[config.mk]
export PLATFORM = sky130hd
export DESIGN_NAME = sbi_fifo
export DESIGN_NICKNAME = d
export VERILOG_FILES = /design/src/sbi_pkg.sv /design/src/sbi_fifo.sv
export SDC_FILE = /design/constraint.sdc
export NUM_CORES = 2
export LEC_CHECK = 0
export BUFFER_PORTS_ARGS = -buffer_cell sky130_fd_sc_hd__buf_2
export CAP_MARGIN = 30
export CORE_AREA = 2 2 470 472
export DETAILED_ROUTE_END_ITERATION = 16
export DIE_AREA = 0 0 472 474
export PLACE_DENSITY = 0.64
export SYNTH_ARGS = -nofsm -noshare
export SYNTH_HDL_FRONTEND = slang
export SYNTH_SLANG_ARGS = --single-unit
export TNS_END_PERCENT = 30
[constraint.sdc]
create_clock -name clock -period 34.2 [get_ports clock]
set_clock_uncertainty 0.15 [all_clocks]
set_input_delay 1.71 -clock clock [delete_from_list [all_inputs] [get_ports clock]]
set_output_delay 1.71 -clock clock [all_outputs]
set_load 0.1 [all_outputs]
[src/sbi_pkg.sv]
// ----------------------------------------------------------------------------
// sbi_pkg
// Types, constants and helpers for the segment/box intersection block.
// ----------------------------------------------------------------------------
`timescale 1ns / 1ps
`default_nettype none

package sbi_pkg;

   localparam int COORD_W       = 32;
   localparam int HALF_W        = 30;
   localparam int BOUND_W       = 34;
   localparam int MAG_W         = 33;
   localparam int OFF_W         = 32;
   localparam int DIST_W        = 64;
   localparam int NUM_AXES      = 3;
   localparam int NUM_FACES     = 6;
   localparam int FRAC_BITS_DEF = 16;
   localparam int QUEUE_DEPTH   = 4;
   localparam int CSR_IDX_W     = 3;
   localparam int CSR_DATA_W    = 32;

   typedef enum logic [CSR_IDX_W-1:0] {
      CSR_CENTER_X,
      CSR_CENTER_Y,
      CSR_CENTER_Z,
      CSR_HALF_X,
      CSR_HALF_Y,
      CSR_HALF_Z
   } csr_idx_type;

   typedef logic signed [COORD_W-1:0] coord_type;
   typedef logic signed [BOUND_W-1:0] bound_type;
   typedef logic signed [MAG_W-1:0]   diff_type;
   typedef logic        [MAG_W-1:0]   mag_type;

   typedef struct packed {
      bound_type [NUM_AXES-1:0] lo;
      bound_type [NUM_AXES-1:0] hi;
   } bounds_type;

   typedef struct packed {
      logic    cand;
      mag_type num;
      mag_type den;
   } face_job_type;

   typedef struct packed {
      coord_type    [NUM_AXES-1:0]  s;
      coord_type    [NUM_AXES-1:0]  e;
      logic                         in_box;
      face_job_type [NUM_FACES-1:0] face;
   } job_type;

   function automatic bound_type to_bound(coord_type c);
      return {{(BOUND_W-COORD_W){c[COORD_W-1]}}, c};
   endfunction

   function automatic diff_type to_diff(coord_type c);
      return {{(MAG_W-COORD_W){c[COORD_W-1]}}, c};
   endfunction

endpackage

`default_nettype wire

[src/sbi_fifo.sv]
// ----------------------------------------------------------------------------
// sbi_fifo
// Short register queue decoupling the front classifier from the back pipeline.
// ----------------------------------------------------------------------------
`timescale 1ns / 1ps
`default_nettype none

module sbi_fifo (
   input  logic             clock,
   input  logic             reset,
   input  logic             in_valid,
   output logic             in_ready,
   input  sbi_pkg::job_type in_data,
   output logic             out_valid,
   input  logic             out_ready,
   output sbi_pkg::job_type out_data
);
   import sbi_pkg::*;

   localparam int PTR_W = $clog2(QUEUE_DEPTH);
   localparam int CNT_W = $clog2(QUEUE_DEPTH + 1);

   job_type          mem_ff [QUEUE_DEPTH];
   logic [PTR_W-1:0] wr_ptr_ff, wr_ptr_in;
   logic [PTR_W-1:0] rd_ptr_ff, rd_ptr_in;
   logic [CNT_W-1:0] count_ff, count_in;
   logic             push, pop;

   assign in_ready  = count_ff != CNT_W'(QUEUE_DEPTH);
   assign out_valid = count_ff != '0;
   assign out_data  = mem_ff[rd_ptr_ff];
   assign push      = in_valid && in_ready;
   assign pop       = out_valid && out_ready;

   always_comb begin
      wr_ptr_in = wr_ptr_ff;
      rd_ptr_in = rd_ptr_ff;
      count_in  = count_ff;
      if (push) begin
         wr_ptr_in = (wr_ptr_ff == PTR_W'(QUEUE_DEPTH - 1)) ? '0 : wr_ptr_ff + 1'b1;
      end
      if (pop) begin
         rd_ptr_in = (rd_ptr_ff == PTR_W'(QUEUE_DEPTH - 1)) ? '0 : rd_ptr_ff + 1'b1;
      end
      if (push && !pop) begin
         count_in = count_ff + 1'b1;
      end else if (pop && !push) begin
         count_in = count_ff - 1'b1;
      end
   end

   always_ff @(posedge clock) begin
      if (reset) begin
         wr_ptr_ff <= '0;
         rd_ptr_ff <= '0;
         count_ff  <= '0;
      end else begin
         wr_ptr_ff <= wr_ptr_in;
         rd_ptr_ff <= rd_ptr_in;
         count_ff  <= count_in;
      end
   end

   always_ff @(posedge clock) begin
      if (push) begin
         mem_ff[wr_ptr_ff] <= in_data;
      end
   end

endmodule

`default_nettype wire

==> reports/summary.md <==
• finished clean — outcome
• 19.6% — area overhead of the layout relative to synthesis
• 0 — hold bufs inserted after CTS
• 17774 — fill cell count
• 92.2 nW/µm² — power density over the cells
• 46.6% — share of post-route cells with drive strength above 1
• 132 — pin count of the biggest net entering global routing
• 209000 µm — Total Routed Length
• 0 — final hold violation count
• 0 — post-cts repair resize count
• 3761 — Post-Syn Nets
• output pin — Critical Path Sink Type
• 232 — Inserted Clock Buffers
• 40851 — number of global-route vias before repair
• 127 MHz — maximum clock frequency
• 172 — row count
• 0 — max-cap check violation count
• 8 — First-pass DRT Iterations
• 474 µm — die height
• 83.0% — sequential cell area fraction in the yosys report
• 7143 — Placed Instances
• sky130_fd_sc_hd__clkbuf_16 — root buf cell
• 5980 ps — Data arrival, critical path
• 3342 — initial drt markers
• no — setup repair after global routing missed its margin
• 24 — count of cell types in the netlist
• 1195 — number of buffer cells added on primary ports
• 60 ps — post-CTS clock slew at the launch and capture registers of the worst setup and hold paths
• 94 — worst-path fanout max
• 3155 — number of cells produced by synthesis
• 224000 µm² — die area
• yes — CTS tree
• 152 — number of antenna violations at the first check in global routing
• 34.4% — headroom to the max-slew limit
• 2389 — clock sink count
• 984 ps — transition time of the tightest slew-check pin
• 39.5% — starting density of the core
• 27.4 µm — Avg WL per Cell
• rd_ptr_ff[0]$_SDFFE_PP0P_ — startpoint of the worst hold path
• 86400 µm² — area of the mapped netlist
• 296000 µm — wire length of the first global-routing pass
• 0 — max-slew violations
• reg -> out — Worst Path Class, Setup
• 7614 — count of non-filler cells in the finished layout
• 0 — setup fix buffers added after clock tree synthesis
• count_ff[0]$_SDFFE_PP0P_ — FF-to-FF Start
• 0.0339 µW — static power due to leakage
• 0 — remaining routing DRC violations
• 138000 µm — half-perimeter wire length after detailed placement
• 5116 — Layout Nets
• 18.3% — Global Route Usage Sum
• 219000 µm² — placeable core region
• 2389 — count of state elements after synthesis
• 0 ps — Setup Total Neg Slack
• 472 µm — die width
• 840 ps — Skew-Pair Late Insertion Delay
• 0 — setup-violating endpoint count in the final report
• 0.0766 mV — Max rail drop VDD
• 3 — maximum buffer depth of the clock tree
• 22.9% — Final Cycle Share
• 95500 µm² — placed cell area
• 103000 µm² — Layout Cell Area excl Fill
• 27.4 µm² — Avg Synthesized Cell Area
• reg -> reg — type of the tightest min-delay check
• register — startpoint kind of the worst setup timing path
• 0.832 — RD Place Congestion
• 0 — antenna violation net count after detailed routing
• 5.24 — number of vias per cell after detailed routing
• 7840 ps — final worst path period need
• 0 — grt ovf
• 39933 — count of vias placed by the detailed router
• 4 — CTS H-Tree Depth
• 0 — Yosys Warn Count
• 32340 ps — CP required
• 1196 — IO Pins
[critical path, cell delays in order (launching register included)]
cell and delay [ps]:
sky130_fd_sc_hd__dfxtp_4 850, sky130_fd_sc_hd__buf_4 740, sky130_fd_sc_hd__buf_4 810, sky130_fd_sc_hd__buf_12 640, sky130_fd_sc_hd__buf_4 830, sky130_fd_sc_hd__mux4_2 620
sky130_fd_sc_hd__buf_2 320
[placed cells by master (no fill, tap or decap), drive strengths merged, types with 6 or more instances in the layout]
| cell | count |
|---|---|
| diode | 43 |
| dfxtp | 9 |
| ha | 6 |
| edfxtp | 2380 |
| inv | 12 |
| buf | 1255 |
| clkinv | 98 |
| clkinvlp | 10 |
| mux4 | 595 |
| bufinv | 28 |
| clkbuf | 279 |
[metrics by stage]
step	power (µW)	worst slack [ps]	hold WS, ps	utilization (%)
global placement	7070	26390	321	43.7
detailed placement	7080	26430	329	43.7
CTS	9620	25980	347	47.2
finish	9520	26360	347	47.3
global route	9810	25680	384	47.2
floorplan	6660	17780	313	-
[area by class of cell]
type / count / area, µm² / area share [%]
Tap cell: 2871 / 3590 / 3.48
Timing Repair Buffer: 1255 / 6660 / 6.44
Inverter: 3 / 11.3 / 0.0109
Clock inverter: 145 / 1620 / 1.57
Antenna cell: 43 / 108 / 0.104
Sequential cell: 2389 / 71700 / 69.4
Clock buffer: 279 / 5980 / 5.79
Multi-Input combinational cell: 629 / 13700 / 13.3
[flip-flops by register name, indices dropped and copies added, names as in the netlist, named ones only]
register and flops:
wr_ptr_ff 2, count_ff 3, mem_ff 2380, rd_ptr_ff 2
[logic make-up (layout without fill, tap and decap cells)]
| family | after synthesis | in the layout | share of synthesized area (%) |
|---|---|---|---|
| mux | 598 | 598 | 15.5 |
| simple gates | 17 | 17 | 0.114 |
| fa+ha+maj | 7 | 7 | 0.110 |
| flops | 2389 | 2389 | 83.0 |
| compound gates | 5 | 5 | 0.0348 |
| xor+xnor | 2 | 2 | 0.0203 |
| other cells | 0 | 43 | 0 |
| buf+inv | 137 | 1682 | 1.22 |
[synth_stat cells (all sizes together)]
cell	instances	share of area, %
mux2i	3	0.035
and3	4	0.029
nor3	1	0.0058
clkbuf	11	0.048
or3b	1	0.010
o31ai	2	0.017
nor2	3	0.013
ha	6	0.087
edfxtp	2380	83
a21oi	2	0.012
nand2b	2	0.014
mux4	595	16
dfxtp	9	0.21
xor2	2	0.020
buf	123	1.2
nand3	1	0.0058
o21ai	1	0.0058
and2	1	0.010
inv	3	0.013
fa	1	0.023
or3	3	0.022
nand2	1	0.0043
[worst paths after layout]
check,endpoint,slack (ps),cells past startpoint
setup reg to reg,mem_ff[2][559]$_DFFE_PP_,27710,8
setup / recovery,out_data[531],26360,6
hold reg to reg,register,350,2
hold / removal,register,350,2
[per-layer routing]
| layer | track usage, % | share of wire, % | up-vias |
|---|---|---|---|
| met2 | 29.7 | 49 | 1645 |
| li1 | - | - | 16604 |
| met5 | 0 | 0.29 | - |
| met3 | 7.67 | 10 | 496 |
| met4 | 5.49 | 3.0 | 92 |
| met1 | 22.2 | 37 | 21096 |
[where the power goes]
part | total [µW] | internal, µW | switching [µW]
Sequential | 3610 | 3550 | 67.6
Combinational | 3370 | 630 | 2740
Clock | 2530 | 1460 | 1080
Power figures use the tool's default switching activity.
