[config.mk]
export PLATFORM = sky130hd
export DESIGN_NAME = sbi_front_flat
export DESIGN_NICKNAME = d
export VERILOG_FILES = /design/src/sbi_pkg.sv /design/src/sbi_ifs.sv /design/src/sbi_front.sv /design/src/flat_wrapper.sv
export SDC_FILE = /design/constraint.sdc
export NUM_CORES = 2
export LEC_CHECK = 0
export BUFFER_PORTS_ARGS = -buffer_cell sky130_fd_sc_hd__buf_2
export CAP_MARGIN = 10
export CORE_AREA = 5 5 388 390
export DETAILED_ROUTE_END_ITERATION = 6
export DIE_AREA = 0 0 393 395
export GPL_TIMING_DRIVEN = 0
export PLACE_DENSITY = 0.56
export SYNTH_ARGS = -nofsm -noshare
export SYNTH_HDL_FRONTEND = slang
export SYNTH_SLANG_ARGS = --single-unit
[constraint.sdc]
create_clock -name clock -period 30.1 [get_ports clock]
set_input_delay 1.505 -clock clock [delete_from_list [all_inputs] [get_ports clock]]
set_output_delay 1.505 -clock clock [all_outputs]
set_load 0.02 [all_outputs]
[src/sbi_pkg.sv]
// ----------------------------------------------------------------------------
// sbi_pkg
// Types, constants and helpers for the segment/box intersection block.
// ----------------------------------------------------------------------------
`timescale 1ns / 1ps
`default_nettype none

package sbi_pkg;

   localparam int COORD_W       = 32;
   localparam int HALF_W        = 30;
   localparam int BOUND_W       = 34;
   localparam int MAG_W         = 33;
   localparam int OFF_W         = 32;
   localparam int DIST_W        = 64;
   localparam int NUM_AXES      = 3;
   localparam int NUM_FACES     = 6;
   localparam int FRAC_BITS_DEF = 16;
   localparam int QUEUE_DEPTH   = 4;
   localparam int CSR_IDX_W     = 3;
   localparam int CSR_DATA_W    = 32;

   typedef enum logic [CSR_IDX_W-1:0] {
      CSR_CENTER_X,
      CSR_CENTER_Y,
      CSR_CENTER_Z,
      CSR_HALF_X,
      CSR_HALF_Y,
      CSR_HALF_Z
   } csr_idx_type;

   typedef logic signed [COORD_W-1:0] coord_type;
   typedef logic signed [BOUND_W-1:0] bound_type;
   typedef logic signed [MAG_W-1:0]   diff_type;
   typedef logic        [MAG_W-1:0]   mag_type;

   typedef struct packed {
      bound_type [NUM_AXES-1:0] lo;
      bound_type [NUM_AXES-1:0] hi;
   } bounds_type;

   typedef struct packed {
      logic    cand;
      mag_type num;
      mag_type den;
   } face_job_type;

   typedef struct packed {
      coord_type    [NUM_AXES-1:0]  s;
      coord_type    [NUM_AXES-1:0]  e;
      logic                         in_box;
      face_job_type [NUM_FACES-1:0] face;
   } job_type;

   function automatic bound_type to_bound(coord_type c);
      return {{(BOUND_W-COORD_W){c[COORD_W-1]}}, c};
   endfunction

   function automatic diff_type to_diff(coord_type c);
      return {{(MAG_W-COORD_W){c[COORD_W-1]}}, c};
   endfunction

endpackage

`default_nettype wire

[src/sbi_ifs.sv]
// ----------------------------------------------------------------------------
// sbi_req_if / sbi_rsp_if
// Valid/ready channels carrying segments in and intersection results out.
// ----------------------------------------------------------------------------
`timescale 1ns / 1ps
`default_nettype none

interface sbi_req_if;
   logic               valid;
   logic               ready;
   logic signed [31:0] start_x;
   logic signed [31:0] start_y;
   logic signed [31:0] start_z;
   logic signed [31:0] end_x;
   logic signed [31:0] end_y;
   logic signed [31:0] end_z;

   modport source (output valid, start_x, start_y, start_z, end_x, end_y, end_z,
                   input ready);
   modport sink   (input valid, start_x, start_y, start_z, end_x, end_y, end_z,
                   output ready);
endinterface


`default_nettype wire

[src/sbi_front.sv]
// ----------------------------------------------------------------------------
// sbi_front
// Accepts segments, classifies each face as a crossing candidate and builds
// the divider operands; one register stage.
// ----------------------------------------------------------------------------
`timescale 1ns / 1ps
`default_nettype none

module sbi_front (
   input  logic                clock,
   input  logic                reset,
   sbi_req_if.sink             req,
   input  sbi_pkg::bounds_type bounds,
   output logic                job_valid,
   input  logic                job_ready,
   output sbi_pkg::job_type    job
);
   import sbi_pkg::*;

   coord_type [NUM_AXES-1:0] s_w;
   coord_type [NUM_AXES-1:0] e_w;
   diff_type                 d_w  [NUM_AXES];
   coord_type                mn_w [NUM_AXES];
   coord_type                mx_w [NUM_AXES];
   logic                     in_w [NUM_AXES];
   logic                     cand_w [NUM_FACES];
   mag_type                  num_w  [NUM_FACES];
   mag_type                  den_w  [NUM_FACES];
   job_type                  job_in;
   job_type                  job_ff;
   logic                     valid_ff;

   assign s_w = {req.start_z, req.start_y, req.start_x};
   assign e_w = {req.end_z, req.end_y, req.end_x};

   for (genvar a = 0; a < NUM_AXES; a++) begin : g_axis
      assign d_w[a]  = to_diff(e_w[a]) - to_diff(s_w[a]);
      assign mn_w[a] = (s_w[a] < e_w[a]) ? s_w[a] : e_w[a];
      assign mx_w[a] = (s_w[a] < e_w[a]) ? e_w[a] : s_w[a];
      assign in_w[a] = (to_bound(s_w[a]) > $signed(bounds.lo[a])) &&
                       (to_bound(s_w[a]) < $signed(bounds.hi[a]));
   end

   for (genvar f = 0; f < NUM_FACES; f++) begin : g_face
      localparam int AX   = f / 2;
      localparam int SIDE = f % 2;
      bound_type                 face_v;
      logic signed [BOUND_W:0]   diff_v;
      logic        [BOUND_W:0]   abs_v;
      logic        [MAG_W-1:0]   dabs_v;

      assign face_v = (SIDE != 0) ? $signed(bounds.hi[AX]) : $signed(bounds.lo[AX]);
      assign diff_v = $signed({face_v[BOUND_W-1], face_v}) -
                      $signed({s_w[AX][COORD_W-1], to_bound(s_w[AX])});
      assign abs_v  = diff_v[BOUND_W] ? (BOUND_W+1)'(-diff_v) : (BOUND_W+1)'(diff_v);
      assign dabs_v = d_w[AX][MAG_W-1] ? MAG_W'(-d_w[AX]) : MAG_W'(d_w[AX]);
      assign num_w[f]  = abs_v[MAG_W-1:0];
      assign den_w[f]  = dabs_v;
      assign cand_w[f] = (d_w[AX] != '0) && (face_v >= to_bound(mn_w[AX])) &&
                         (face_v <= to_bound(mx_w[AX]));
   end

   always_comb begin
      job_in.s      = s_w;
      job_in.e      = e_w;
      job_in.in_box = in_w[0] && in_w[1] && in_w[2];
      for (int f = 0; f < NUM_FACES; f++) begin
         job_in.face[f].cand = cand_w[f];
         job_in.face[f].num  = num_w[f];
         job_in.face[f].den  = den_w[f];
      end
   end

   assign req.ready = !valid_ff || job_ready;

   always_ff @(posedge clock) begin
      if (reset) begin
         valid_ff <= 1'b0;
      end else if (req.ready) begin
         valid_ff <= req.valid;
      end
   end

   always_ff @(posedge clock) begin
      if (req.valid && req.ready) begin
         job_ff <= job_in;
      end
   end

   assign job_valid = valid_ff;
   assign job       = job_ff;

endmodule

`default_nettype wire

[src/flat_wrapper.sv]
// flat-port wrapper written by rule: the top's interface ports become plain ports
module sbi_front_flat import sbi_pkg::*;
  (clock, reset, bounds, job_valid, job_ready, job, req_valid, req_start_x, req_start_y, req_start_z, req_end_x, req_end_y, req_end_z, req_ready);
  sbi_req_if req_i ();
  input  logic clock;
  input  logic reset;
  input  sbi_pkg::bounds_type bounds;
  output logic job_valid;
  input  logic job_ready;
  output sbi_pkg::job_type job;
  input wire logic [$bits(req_i.valid)-1:0] req_valid;
  input wire logic [$bits(req_i.start_x)-1:0] req_start_x;
  input wire logic [$bits(req_i.start_y)-1:0] req_start_y;
  input wire logic [$bits(req_i.start_z)-1:0] req_start_z;
  input wire logic [$bits(req_i.end_x)-1:0] req_end_x;
  input wire logic [$bits(req_i.end_y)-1:0] req_end_y;
  input wire logic [$bits(req_i.end_z)-1:0] req_end_z;
  output wire logic [$bits(req_i.ready)-1:0] req_ready;
  assign req_i.valid = req_valid;
  assign req_i.start_x = req_start_x;
  assign req_i.start_y = req_start_y;
  assign req_i.start_z = req_start_z;
  assign req_i.end_x = req_end_x;
  assign req_i.end_y = req_end_y;
  assign req_i.end_z = req_end_z;
  assign req_ready = req_i.ready;
  sbi_front u_core (.clock(clock), .reset(reset), .req(req_i), .bounds(bounds), .job_valid(job_valid), .job_ready(job_ready), .job(job));
endmodule
==> qor.yml <==
logic_synthesis:
  ys_types: 107
  synth_ff_type: "edfxtp_1"
  synth-edff-count: 496
  netlist_area_um2: 50100
  ys_top_cells_by_count: "717 x ha_1, 496 x edfxtp_1, 469 x a21oi_1"
  yosysWarnings: 0
  synthArstFlopShare: 0
  syn_avg_cell_area_um2: 9.32
  synth_top_area_frac: 0.298
  yosysMostFrequentCell: "ha_1"
  yosys.area.top_type: "edfxtp_1"
  synth_nets: 6500
  synth_area_leaders: "edfxtp_1 30%, ha_1 18%, xnor2_1 6.0%"
  yosysSeqAreaShare: 0.298
  synth_cells: 5374
  yosys_register_bits: 497
worst_setup_path:
  required_ns: 30.50
  cp.arrival_ns: 10.08
  critical_path.max_fanout: 10
  cp-start-kind: "input port"
  crit_type: "input port to register"
  cp-end-kind: "register"
finish:
  area_growth_pct: 19.3
  seq_area_um2: 14900
  post-route-util: 0.407
  multiInputGateArea_um2: 32900
  drive_gt1_frac: 0.200
  final_area_um2: 59700
  nFillCells: 14751
  nets: 7564
  fin_cells: 8451
global_route:
  grt_start_max_net_pins: 75
  grt_pass1_wl_mm: 311
  grt_use_total: 0.271
  grt_overflow: 0
  grt_pass1_vias: 45328
  antenna_found_initial: 70
place:
  dp.final_hpwl_mm: 192
  io_buffers: 996
  placed_area_um2: 57700
  place_congestion: 0.988
  placed_cells: 8307
  place_ws_ns: 19.70
clock_network:
  clock_tree.root_cell: "clkbuf_16"
  path_clk_slew_ns: 0.06
  insertion_delay_ns: 0.69
  cts_hold_buf: 0
  cts_tree: "built"
  cts_resized: 0
  cts_setup_buffers: 0
  clkSinkCount: 497
  cts_max_level: 2
  cts_max_path_buffers: 3
  cts_buffers: 59
power:
  leakagePower_nw: 26.9
  peakVddDrop_v: 0.0000462
  power_density_nw_per_um2: 53.4
  total_power_mw: 3.19
sta:
  hold_ws_ns: 0.519
  fmax_mhz: 103
  finalHoldViolCount: 0
  period_share: 0.322
  layout_min_cycle_time_ns: 9.68
  fin_skew_ns: 0.0155
  tightest_slew_ns: 1.24
  max_slew_margin: 0.147
  slew_viol_final: 0
  setup-violations-final: 0
  worst_slack_ns: 20.42
  setup_tns_ns: 0
  rsz0062_at_grt: "no"
floorplan:
  die_x_um: 393
  num_io_pins: 997
  start_util: 0.341
  fp.dieArea_um2: 155000
  core_um2: 147000
  die_y_um: 395
  std_cell_rows: 141
worst_hold_path:
  holdCritPathClass: "register to register"
run_status:
  outcome: "completed"
drt:
  drt-initial-drc-count: 3741
  wl_mm: 222
  firstDrtPassIters: 5
  via_per_inst: 5.58
  via_count: 47129
  ant_nets: 0
  drc: 0
  wl_per_cell_um: 26.3
job:
  maxCapViolCount: 0
## sequential cells by signal (all words and copies together), names as in the netlist
| signal | count |
|---|---|
| u_core.job | 496 |
| u_core.job_valid | 1 |
## placed cells by master (no fill, tap or decap), drive strengths merged, types with 43 or more instances in the layout
| cell type | Yosys | routed |
|---|---|---|
| buf | 125 | 1128 |
| ha | 717 | 717 |
| edfxtp | 496 | 496 |
| a21oi | 471 | 471 |
| nor2 | 362 | 362 |
| xnor2 | 345 | 345 |
| inv | 276 | 284 |
| a21o | 275 | 275 |
| nand2 | 266 | 266 |
| o21ai | 254 | 254 |
| xor2 | 169 | 169 |
| clkbuf | 93 | 167 |
| mux2i | 142 | 142 |
| nand4 | 140 | 140 |
| nor3 | 118 | 118 |
| nand3 | 117 | 117 |
| a31oi | 72 | 72 |
| nor2b | 70 | 70 |
| nand2b | 66 | 66 |
| o21a | 64 | 64 |
| and3 | 54 | 54 |
| a211oi | 50 | 50 |
| o31ai | 43 | 43 |
| and2 | 43 | 43 |
## cell families (layout without fill, tap and decap cells)
logic type	count (synthesis)	in the layout	synth area share
AOI/OAI and AO/OA	1541	1541	0.203
and+or+nand+nor	1441	1441	0.149
adders and majority gates	732	732	0.184
xor gates and xnor gates	514	514	0.0899
DFF	497	497	0.298
buffers and inverters	494	1606	0.0447
muxes	155	155	0.0313
other	0	35	0
## layout make-up
cell class                      instances  area share
Antenna cell                           35     0.00147
Clock inverter                         35     0.00714
Timing Repair Buffer                 1003      0.0867
Buffer                                218      0.0201
Inverter                              276      0.0173
Sequential cell                       497       0.250
Tap cell                             1930      0.0404
Multi-Input combinational cell       4383       0.551
Clock buffer                           74      0.0260
## critical path: stages
cell	delay (ns)
buf_2	0.10
inv_1	0.22
ha_1	0.36
clkbuf_1	0.63
nand3_1	0.19
nor2b_1	0.40
nand4_1	0.34
nand4b_1	0.41
o21ai_1	0.59
clkbuf_1	0.60
buf_1	0.73
clkbuf_1	0.45
a21oi_1	0.21
ha_1	0.34
nand4_1	0.15
nor4_1	0.77
nand2_1	0.28
a311oi_1	0.83
or3_1	0.26
mux2i_1	0.09
a211oi_1	0.59
## where the power goes
group	leakage, nW	switching, mW	total, mW	internal (mW)
Sequential	4.81	0.0530	0.958	0.905
Clock	0.937	0.326	0.749	0.422
Combinational	21.1	0.948	1.48	0.534
## routing by layer
layer	wire length, um	GRT usage	share of wire
met1	94700	0.354	0.43
met2	101000	0.446	0.45
met3	15500	0.0444	0.070
met4	11000	0.115	0.050
met5	136	0	0.00061
## final timing paths
check                                start                       endpoint  slack (ns)  cells past startpoint
max reg2reg  u_core.job_valid$_SDFFE_PP0N_      u_core.job[308]$_DFFE_PP_       27.47                      5
max                        req_start_x[31]      u_core.job[133]$_DFFE_PP_       20.42                     21
min          u_core.job_valid$_SDFFE_PP0N_  u_core.job_valid$_SDFFE_PP0N_        0.52                      2
min reg2reg  u_core.job_valid$_SDFFE_PP0N_  u_core.job_valid$_SDFFE_PP0N_        0.52                      2
Power figures use the tool's default switching activity.
